[src/design/trd_pkg.sv]
// Shared constants, codes and types of the triangle rasterizer.
`timescale 1ns / 1ps
package trd_pkg;

  localparam int EXTENT  = 64;
  localparam int PIXELS  = EXTENT * EXTENT;
  localparam int ADDR_W  = $clog2(PIXELS);
  localparam int PIX_W   = $clog2(EXTENT);

  localparam int COORD_W = 18;
  localparam int DIFF_W  = COORD_W + 1;
  localparam int DEPTH_W = 16;
  localparam int COLOR_W = 32;
  localparam int COUNT_W = 13;
  localparam int IDX_W   = 12;
  localparam int FRAC_W  = 8;
  localparam logic [FRAC_W-1:0] HALF_PIX = 8'h80;

  localparam int W_W       = 2 * DIFF_W + 1;   // edge value / area
  localparam int PROD_W    = W_W + DIFF_W;
  localparam int ACC_W     = PROD_W + 2;
  localparam int QUOT_BITS = DEPTH_W + 1;

  localparam logic [COUNT_W-1:0] COUNT_MAX = '1;
  localparam logic signed [DEPTH_W-1:0] DEPTH_MIN = {1'b1, {(DEPTH_W-1){1'b0}}};

  localparam logic [1:0] CMD_CLEAR = 2'd0;
  localparam logic [1:0] CMD_DRAW  = 2'd1;
  localparam logic [1:0] CMD_READ  = 2'd2;
  localparam logic [1:0] CMD_NOP   = 2'd3;

  typedef enum logic [1:0] {
    MAC_NOP  = 2'd0,
    MAC_LOAD = 2'd1,
    MAC_ADD  = 2'd2,
    MAC_SUB  = 2'd3
  } mac_op_t;

  typedef struct packed {
    mac_op_t                  op;
    logic signed [W_W-1:0]    a;
    logic signed [DIFF_W-1:0] b;
  } mac_req_t;

  typedef struct packed {
    logic                      en;
    logic [ADDR_W-1:0]         addr;
    logic signed [DEPTH_W-1:0] depth;
    logic [COLOR_W-1:0]        color;
  } fb_wr_t;

endpackage

[src/design/trd_div.sv]
// Restoring divider, one quotient bit per cycle, quotient truncated toward zero.
`timescale 1ns / 1ps
module trd_div (
  input  logic                                clk,
  input  logic                                rst,
  input  logic                                start,
  input  logic signed [trd_pkg::ACC_W-1:0]    num,
  input  logic signed [trd_pkg::W_W-1:0]      den,
  output logic                                done,
  output logic signed [trd_pkg::DEPTH_W-1:0]  quot
);
  import trd_pkg::*;

  localparam int CNT_W = $clog2(QUOT_BITS);

  logic [ACC_W-1:0]     rem;
  logic [ACC_W-1:0]     dsr;
  logic [QUOT_BITS-1:0] q;
  logic [CNT_W-1:0]     cnt;
  logic                 neg;
  logic                 run;
  logic [ACC_W-1:0]     num_mag;
  logic [ACC_W-1:0]     den_mag;
  logic                 fits;

  assign num_mag = num[ACC_W-1] ? ACC_W'(-num) : ACC_W'(num);
  assign den_mag = den[W_W-1] ? ACC_W'(-den) : ACC_W'(den);
  assign fits    = rem >= dsr;
  assign quot    = neg ? DEPTH_W'(-q) : DEPTH_W'(q);

  always_ff @(posedge clk) begin
    if (rst) begin
      run  <= 1'b0;
      done <= 1'b0;
    end else begin
      done <= 1'b0;
      if (start) begin
        run <= 1'b1;
      end else if (run && cnt == CNT_W'(QUOT_BITS - 1)) begin
        run  <= 1'b0;
        done <= 1'b1;
      end
    end
  end

  always_ff @(posedge clk) begin
    if (start) begin
      rem <= num_mag;
      dsr <= den_mag << (QUOT_BITS - 1);
      q   <= '0;
      cnt <= '0;
      neg <= num[ACC_W-1] ^ den[W_W-1];
    end else if (run) begin
      if (fits) rem <= rem - dsr;
      q   <= {q[QUOT_BITS-2:0], fits};
      dsr <= dsr >> 1;
      cnt <= cnt + 1'b1;
    end
  end

endmodule

[config.mk]
export PLATFORM = sky130hd
export DESIGN_NAME = trd_div
export DESIGN_NICKNAME = d
export VERILOG_FILES = /design/src/design/trd_pkg.sv /design/src/design/trd_div.sv
export SDC_FILE = /design/constraint.sdc
export NUM_CORES = 1
export LEC_CHECK = 0
export ABC_AREA = 1
export BUFFER_PORTS_ARGS = -buffer_cell sky130_fd_sc_hd__buf_2
export CORE_AREA = 2 2 174 176
export CTS_BUF_LIST = sky130_fd_sc_hd__clkbuf_4 sky130_fd_sc_hd__clkbuf_8
export DETAILED_ROUTE_END_ITERATION = 8
export DIE_AREA = 0 0 176 178
export PLACE_DENSITY_LB_ADDON = 0.3
export REMOVE_ABC_BUFFERS = 1
export SLEW_MARGIN = 20
export SYNTH_ARGS = -nofsm -noshare
export SYNTH_HDL_FRONTEND = slang
export SYNTH_SLANG_ARGS = --single-unit
[constraint.sdc]
create_clock -name clk -period 5.15 [get_ports clk]
set_clock_uncertainty 0.2 [all_clocks]
set_input_delay 1.03 -clock clk [delete_from_list [all_inputs] [get_ports clk]]
set_output_delay 1.03 -clock clk [all_outputs]
set_load 0.01 [all_outputs]
==> results of run 1 <==
-- per-stage QoR --
step	hold slack (ns)	instance area (µm²)	std cells	util [%]	setup WS, ns
after floorplan	0.2265	14270	2372	-	1.363
after global placement	0.2440	15420	2889	52.45	1.697
after detailed placement	0.2487	15420	2889	52.45	1.694
after CTS	0.2656	15840	2921	53.87	1.553
after global routing	0.2913	15840	2921	53.87	1.274
final	0.2679	15840	2921	53.87	1.569
-- cell type report --
| class | instances | area, µm² | area share, % |
|---|---|---|---|
| flip-flops and latches | 144 | 3934 | 24.84 |
| inverters | 462 | 1735 | 10.96 |
| clock buffers | 18 | 241.5 | 1.525 |
| clock inverters | 14 | 176.4 | 1.114 |
| well taps | 390 | 488.0 | 3.081 |
| repair buffers | 127 | 658.1 | 4.155 |
| multi-input cells | 1766 | 8606 | 54.33 |
-- final timing paths --
kind / from / end / slack, ns
worst max-delay path: q[1] / quot[14] / 1.57
worst min-delay path: cnt[4] / cnt[4] / 0.27
worst max register to register: rem[11] / rem[0] / 1.72
worst min register to register: cnt[4] / cnt[4] / 0.27
-- layer usage --
layer | vias to the layer above | part of all wire, %
li1 | 7899 | -
met1 | 7163 | 46
met2 | 710 | 43
met3 | 93 | 8.4
met4 | 0 | 3.1
met5 | - | 0
-- worst max-delay path, delay by kind of cell, from the launching register on --
| family | cells | cell delay (ns) |
|---|---|---|
| simple gates | 5 | 0.76 |
| flops | 1 | 0.33 |
| buf+inv | 3 | 0.31 |
| compound gates | 1 | 0.17 |
| xor+xnor | 1 | 0.16 |
| fa+ha+maj | 1 | 0.15 |
-- sequential cells by signal, indices dropped and copies added (netlist names) --
register,count
cnt,5
neg,1
dsr,60
q,16
done,1
run,1
rem,60
-- cell usage in the layout, fill, tap and decap left out, types with 3 or more instances in the layout --
cell | synthesis | layout
a21oi_1 | 122 | 122
and2_1 | 7 | 7
buf_2 | 15 | 118
buf_4 | 2 | 9
bufinv_16 | 0 | 3
clkbuf_8 | 0 | 17
clkinv_4 | 0 | 3
dfxtp_1 | 39 | 39
edfxtp_1 | 105 | 105
ha_1 | 65 | 65
inv_1 | 448 | 447
inv_2 | 12 | 13
inv_6 | 0 | 5
nand2_1 | 772 | 771
nand2_2 | 20 | 21
nand3_1 | 175 | 175
nand3_2 | 8 | 8
nand3b_1 | 5 | 5
nand4_1 | 24 | 24
nor2_1 | 249 | 249
nor2_2 | 13 | 13
nor2_4 | 7 | 7
nor3_1 | 25 | 25
nor3_2 | 7 | 7
nor4_1 | 6 | 6
o211ai_1 | 3 | 3
o21ai_0 | 116 | 116
o21ai_1 | 25 | 25
o21bai_1 | 12 | 12
o22ai_1 | 52 | 52
o31ai_1 | 4 | 4
xor2_1 | 20 | 20
-- power by group --
part	switching (W)	internal, W	total (W)	leakage, nW
clock network	0.000489	0.000491	0.000980	0.210
registers	0.0000792	0.00144	0.00152	1.39
logic	0.00167	0.000731	0.00240	6.57
-- cells by family after synthesis --
| family | count (synthesis) |
|---|---|
| flops | 144 |
| other cells | 1 |
| xor+xnor | 21 |
| simple gates | 1332 |
| fa+ha+maj | 66 |
| buf+inv | 506 |
| compound gates | 346 |
==> summary.md, run 1 <==
| Metric | Value |
|---|---|
| Reg2Reg Depth | 12 |
| Post-synth EDFFs | 105 |
| Synthesis Warnings | 0 |
| Post-synth top area share | 21.80% |
| Required time of the critical path | 3.92 ns |
| Total Power | 0.004907 W |
| Antenna-violating nets left | 0 |
| Post-synthesis mux area share | 0% |
| Mean Syn Cell Area | 5.987 µm² |
| Crit-path cells | inv_1, ha_1, inv_1, nor3_1, nand3_1, nor3_1, nor2_1, nor2_1, o21ai_0, xor2_1, buf_2 |
| Max Cap Viol | 0 |
| Slew @ Worst Pin | 0.9034 ns |
| Overall die width | 176 µm |
| RePlAce Congestion | 1.001 |
| Asr flop ratio synth | 0% |
| Met3 track demand over resource | 4.518% |
| Complex-gate fraction of the synthesized area | 13.11% |
| PortBufs | 118 |
| Top Ports | 119 |
| CTS tree | done |
| Mapped Cells | 2,416 |
| Post-synth top area cell | edfxtp_1 |
| Unrepaired setup endpoints after global routing | false |
| Largest family of logic cells by synthesized area | simple AND/OR/NAND/NOR gates |
| Peak Freq | 279.2 MHz |
| FF+latch count, synth | 144 |
| Worst Hold Class | reg -> reg |
| CP Max Fanout | 4 |
| Via Count | 15,870 |
| Pwr Density | 309.8 nW/µm² |
| DIE AREA | 31,330 µm² |
| Outcome | completed |
| GRT Resource Usage Total | 31.90% |
| Post-synth top cells | nand2_1, inv_1, nor2_1, nand3_1, a21oi_1 |
| Count of cell types in the netlist | 54 |
| Arr. time, crit path | 2.35 ns |
| Final wirelength | 49,600 µm |
| FP Rows | 63 |
| CTS buffer count | 17 |
| CTS H-tree lvls | 4 |
| Share of layout cells above drive strength 1 | 9.561% |
| DR iter-0 viols | 1,954 |
| Final worst path period share | 69.54% |
| CP max stage delay | 0.33 ns |
| Xor and xnor area share after synthesis | 1.272% |
| Post-CTS Setup Bufs | 0 |
| Chip height | 178 µm |
| Later-pin clock latency in the skew report | 0.48 ns |
| Hold Fails Final Rpt | 0 |
| CP startpoint kind | flop |
| Initial Util | 49.19% |
| First-pass GRT wire length | 76,780 µm |
| Post-cts sizing count | 0 |
| TNS Setup | 0 ns |
| CP max stage cell | dfxtp_1 |
| FILL cells | 3,059 |
| Pleak | 8.167 nW |
| Critical path class | reg -> out |
| Root buffer cell | clkbuf_8 |
| Post-synthesis simple-gate area fraction | 39.32% |
| # DRC | 0 |
| Max clock buf depth | 2 |
| GRT met2 Usage | 49.31% |
| Hold_buf cts | 0 |
| Met1 Usage GRT | 45.73% |
| Most frequent cell after synthesis | nand2_1 |
| Period minus WS final | 3.581 ns |
| Total clock sinks | 144 |
| Wire per inst | 16.98 µm |
| Ant diodes | 0 |
| Total grt overflow | 0 |
| DP HPWL | 40,750 µm |
| VDD IR max | 183.7 µV |
| Worst slew margin | 39.77% |
| Ys flop type | edfxtp_1 |
| Syn-to-layout area delta | 9.507% |
| Synth Cell Area | 14,460 µm² |
| Vias/cell | 5.431 |
| Worst-path clk slew | 0.09 ns |
| Seq/Total Area, Yosys | 27.20% |
| DRT Pass-1 Iters | 6 |
| WHS Path Cells | 1 |
| GRT busiest layer | met2 |
| Crit. End Element | output port |
| Initial antenna violation count | 0 |
| Largest net degree at the start of global routing | 61 |
| Total Nets Final | 2,686 |
| Synth Area in Adders | 5.761% |
| Core Region | 29,400 µm² |
| Number of global-route vias before repair | 14,420 |
| Final Slew Violations | 0 |
| Top cells by area, synth | edfxtp_1, nand2_1, inv_1 |
| # setup viols final | 0 |
(Power assumes the default switching activity.)
==> run 2: changes to the inputs <==
--- a/config.mk
+++ b/config.mk
@@ -5,12 +5,12 @@
 export SDC_FILE = /design/constraint.sdc
 export NUM_CORES = 1
 export LEC_CHECK = 0
-export ABC_AREA = 1
+export ABC_AREA = 0
 export BUFFER_PORTS_ARGS = -buffer_cell sky130_fd_sc_hd__buf_2
-export CORE_AREA = 2 2 174 176
+export CORE_AREA = 2 2 158 160
 export CTS_BUF_LIST = sky130_fd_sc_hd__clkbuf_4 sky130_fd_sc_hd__clkbuf_8
 export DETAILED_ROUTE_END_ITERATION = 8
-export DIE_AREA = 0 0 176 178
+export DIE_AREA = 0 0 160 162
 export PLACE_DENSITY_LB_ADDON = 0.3
 export REMOVE_ABC_BUFFERS = 1
 export SLEW_MARGIN = 20
==> constraint.sdc (replaced) <==
create_clock -name clk -period 3.34 [get_ports clk]
set_clock_uncertainty 0.2 [all_clocks]
set_input_delay 0.668 -clock clk [delete_from_list [all_inputs] [get_ports clk]]
set_output_delay 0.668 -clock clk [all_outputs]
set_load 0.01 [all_outputs]
==> summary.md, run 2 <==
| Metric | Value |
|---|---|
| # setup viols final | 62 (+62) |
| RePlAce Congestion | 0.9493 (-5.2%) |
| Synthesis Warnings | 0 (unchanged) |
| Hold Fails Final Rpt | 0 (unchanged) |
| Final Slew Violations | 0 (unchanged) |
| Later-pin clock latency in the skew report | 0.47 ns (about the same) |
| Syn-to-layout area delta | 29.62% |
| Worst-path clk slew | 0.09 ns (about the same) |
| DRT Pass-1 Iters | 6 (unchanged) |
| Crit-path cells | inv_1, ha_2, inv_2, fa_2, a21o_1, a221oi_2, o221a_2, nor2_2, o221ai_2, a2111o_1, nand2_2, a21oi_4, a31oi_4, buf_12, clkbuf_16 |
| FP Rows | 57 (-9.5%) |
| # DRC | 0 (unchanged) |
| Outcome | complete, but fails checks |
| Critical path class | reg -> reg |
| Register area | 3940 µm² (+0.16%) |
| Chip height | 162 µm (-9.0%) |
| Period minus WS final | 3.438 ns |
| CTS buffer count | 17 (unchanged) |
| Most frequent cell after synthesis | nand2_1 |
| Hold_buf cts | 0 (unchanged) |
| Setup WS pre-CTS | -0.3749 ns (-2.069 ns) |
| Ys flop type | edfxtp_1 |
| Required time of the critical path | 3.38 ns (-0.54 ns) |
| CTS tree | done |
| Max clock buf depth | 2 (unchanged) |
| Peak Freq | 290.9 MHz |
| Worst Hold Class | in -> reg |
| Final worst path period share | 102.9% |
| First-pass GRT wire length | 56,320 µm (-27%) |
| Number of global-route vias before repair | 11,100 (-23%) |
| Crit. End Element | flop |
| Worst slew margin | 52.96% (+13 points) |
| Post-route insts no fill | 2,056 (-30%) |
| Mean Syn Cell Area | 8.486 µm² (+42%) |
| Top delay family on crit path | compound AO/OA/AOI/OAI gates |
| Top Ports | 119 (unchanged) |
| CP startpoint kind | flop |
| Initial antenna violation count | 0 (unchanged) |
| Mapped Cells | 1,411 (-42%) |
| Total grt overflow | 0 (unchanged) |
| Pwr Density | 589.8 nW/µm² (+90%) |
| Most frequent cells in the layout | buf_4, nand2_1, buf_2 |
| Arr. time, crit path | 3.48 ns (+1.13 ns) |
| CP max stage delay | 0.37 ns (+0.04 ns) |
| Via Count | 11,810 (-26%) |
| Failing checks | setup timing |
| Unrepaired setup endpoints after global routing | true |
| DR iter-0 viols | 1,110 (-43%) |
| Crit path buffers/inverters | 4 (+1) |
| Antenna-violating nets left | 0 (unchanged) |
| Top cells by area, synth | edfxtp_1, ha_1, dfxtp_1 |
| Post-synth top area share | 26.33% (+4.5 points) |
| DIE AREA | 25,920 µm² (-17%) |
| Synth Cell Area | 11,970 µm² (-17%) |
| Initial Util | 49.67% (+0.48 points) |
| Reg2Reg Depth | 15 (+3) |
| Post-synth top area cell | edfxtp_1 |
| CP max stage cell | edfxtp_1 |
| Seq/Total Area, Yosys | 32.85% (+5.7 points) |
| Multi-input gate area | 7794 µm² (-9.4%) |
| Placed cells | 2,003 (-31%) |
| Largest net degree at the start of global routing | 63 (+3.3%) |
| Total Power | 0.009154 W (+87%) |
| Overall die width | 160 µm (-9.1%) |
| Final wirelength | 35,870 µm (-28%) |
| GRT Resource Usage Total | 27.10% (-4.8 points) |
| Slew @ Worst Pin | 0.6982 ns (-0.2052 ns) |
| Pleak | 6.492 nW (-21%) |
| FILL cells | 2,012 (-34%) |
| Total clock sinks | 144 (unchanged) |
| Most common cell after layout, fill and taps aside | buf_4 |
| Max Cap Viol | 0 (unchanged) |
| CP Max Fanout | 8 (+4) |
| PortBufs | 118 (unchanged) |
| Total Nets Final | 1,887 (-30%) |
| CTS H-tree lvls | 4 (unchanged) |
| Setup slack after layout | -0.09781 ns (-1.666 ns) |
| Root buffer cell | clkbuf_8 |
| Wire per inst | 17.45 µm (+2.8%) |
| Largest registers | dsr (60), rem (60), q (16) |
| Count of cell types in the netlist | 79 (+46%) |
| WHS Path Cells | 2 (+1) |
| VDD IR max | 333.3 µV (+81%) |
| Ant diodes | 0 (unchanged) |
| FF+latch count, synth | 144 (unchanged) |
| Critical path depth | 15 (+4) |
| Vias/cell | 5.743 (+5.7%) |
| Core Region | 24,110 µm² (-18%) |
| Post-synth top cells | nand2_1, o21ai_0, edfxtp_1, inv_1 |
| Share of layout cells above drive strength 1 | 28.46% (+19 points) |
| Asr flop ratio synth | 0% (unchanged) |
| DP HPWL | 26,740 µm (-34%) |
| Post-synth EDFFs | 105 (unchanged) |
-- run 2: cell types whose count changed in the layout (fill, tap and decap cells not counted), moves of 14 or more --
cell,change
nand2_1,-618
inv_1,-353
buf_4,+225
nand3_1,-157
nor2_1,-157
xnor2_1,+83
o22ai_1,-51
xor2_1,+49
mux2i_1,+39
o31ai_1,+37
a21o_1,+34
a21oi_1,-31
nand2_2,-20
or3_1,+14
-- run 2: final timing paths --
check                           slack, ns     end    from
worst max-delay path                 -0.1  rem[8]  rem[0]
worst min register to register       0.31  dsr[0]  dsr[0]
worst min-delay path                 0.20     run     rst
worst max register to register       -0.1  rem[8]  rem[0]
-- run 2: routing by layer --
metal,track usage (%),up-vias,share of wire [%]
li1,-,5738,-
met1,37.02,5582,45
met2,43.78,422,46
met3,4.597,65,6.4
met4,9.255,0,2.7
met5,0,-,0
-- run 2: kinds of logic (layout without fill, tap and decap cells) --
| family | Yosys count | count (layout) | share of synthesized area [%] |
|---|---|---|---|
| adders and majority gates | 66 | 66 | 6.959 |
| xor gates and xnor gates | 154 | 154 | 11.26 |
| muxes | 40 | 40 | 3.354 |
| buffers and inverters | 169 | 490 | 5.340 |
| DFF | 144 | 144 | 32.85 |
| AOI/OAI and AO/OA | 404 | 404 | 21.94 |
| other | 1 | 1 | 0.03132 |
| and+or+nand+nor | 433 | 433 | 18.25 |
-- run 2: layout make-up --
type / instances / area share [%]
inverter: 96 / 2.322
timing repair buffer: 362 / 16.75
multi-input combinational: 1098 / 50.21
tap: 324 / 2.612
clock buffer: 18 / 1.556
sequential: 144 / 25.38
clock inverter: 14 / 1.161
-- run 2: what timing repair did --
action	4_1_cts	5_1_grt
pin swaps	12	27
buffers inserted	7	10
resized for setup	40	50
setup endpoints to repair	87	88
gates cloned	2	3
-- run 2: power breakdown --
part / leakage (nW) / total (W) / switching, W / internal, W
logic: 4.91 / 0.00514 / 0.00278 / 0.00236
registers: 1.37 / 0.00249 / 0.000141 / 0.00235
clock network: 0.208 / 0.00152 / 0.000765 / 0.000758
-- run 2: per-stage QoR --
step	hold WS (ns)	cell area (µm²)	TNS, ns	util, %
6_report	0.1990	15520	-5.429	64.39
5_1_grt	0.1850	15520	-12.80	64.39
4_1_cts	0.1811	15150	-0.05023	62.83
3_5_place_dp	0.2919	14440	-25.62	59.89
3_3_place_gp	0.2849	14440	-14.08	59.89
2_1_floorplan	0.2647	11700	-183.22	-
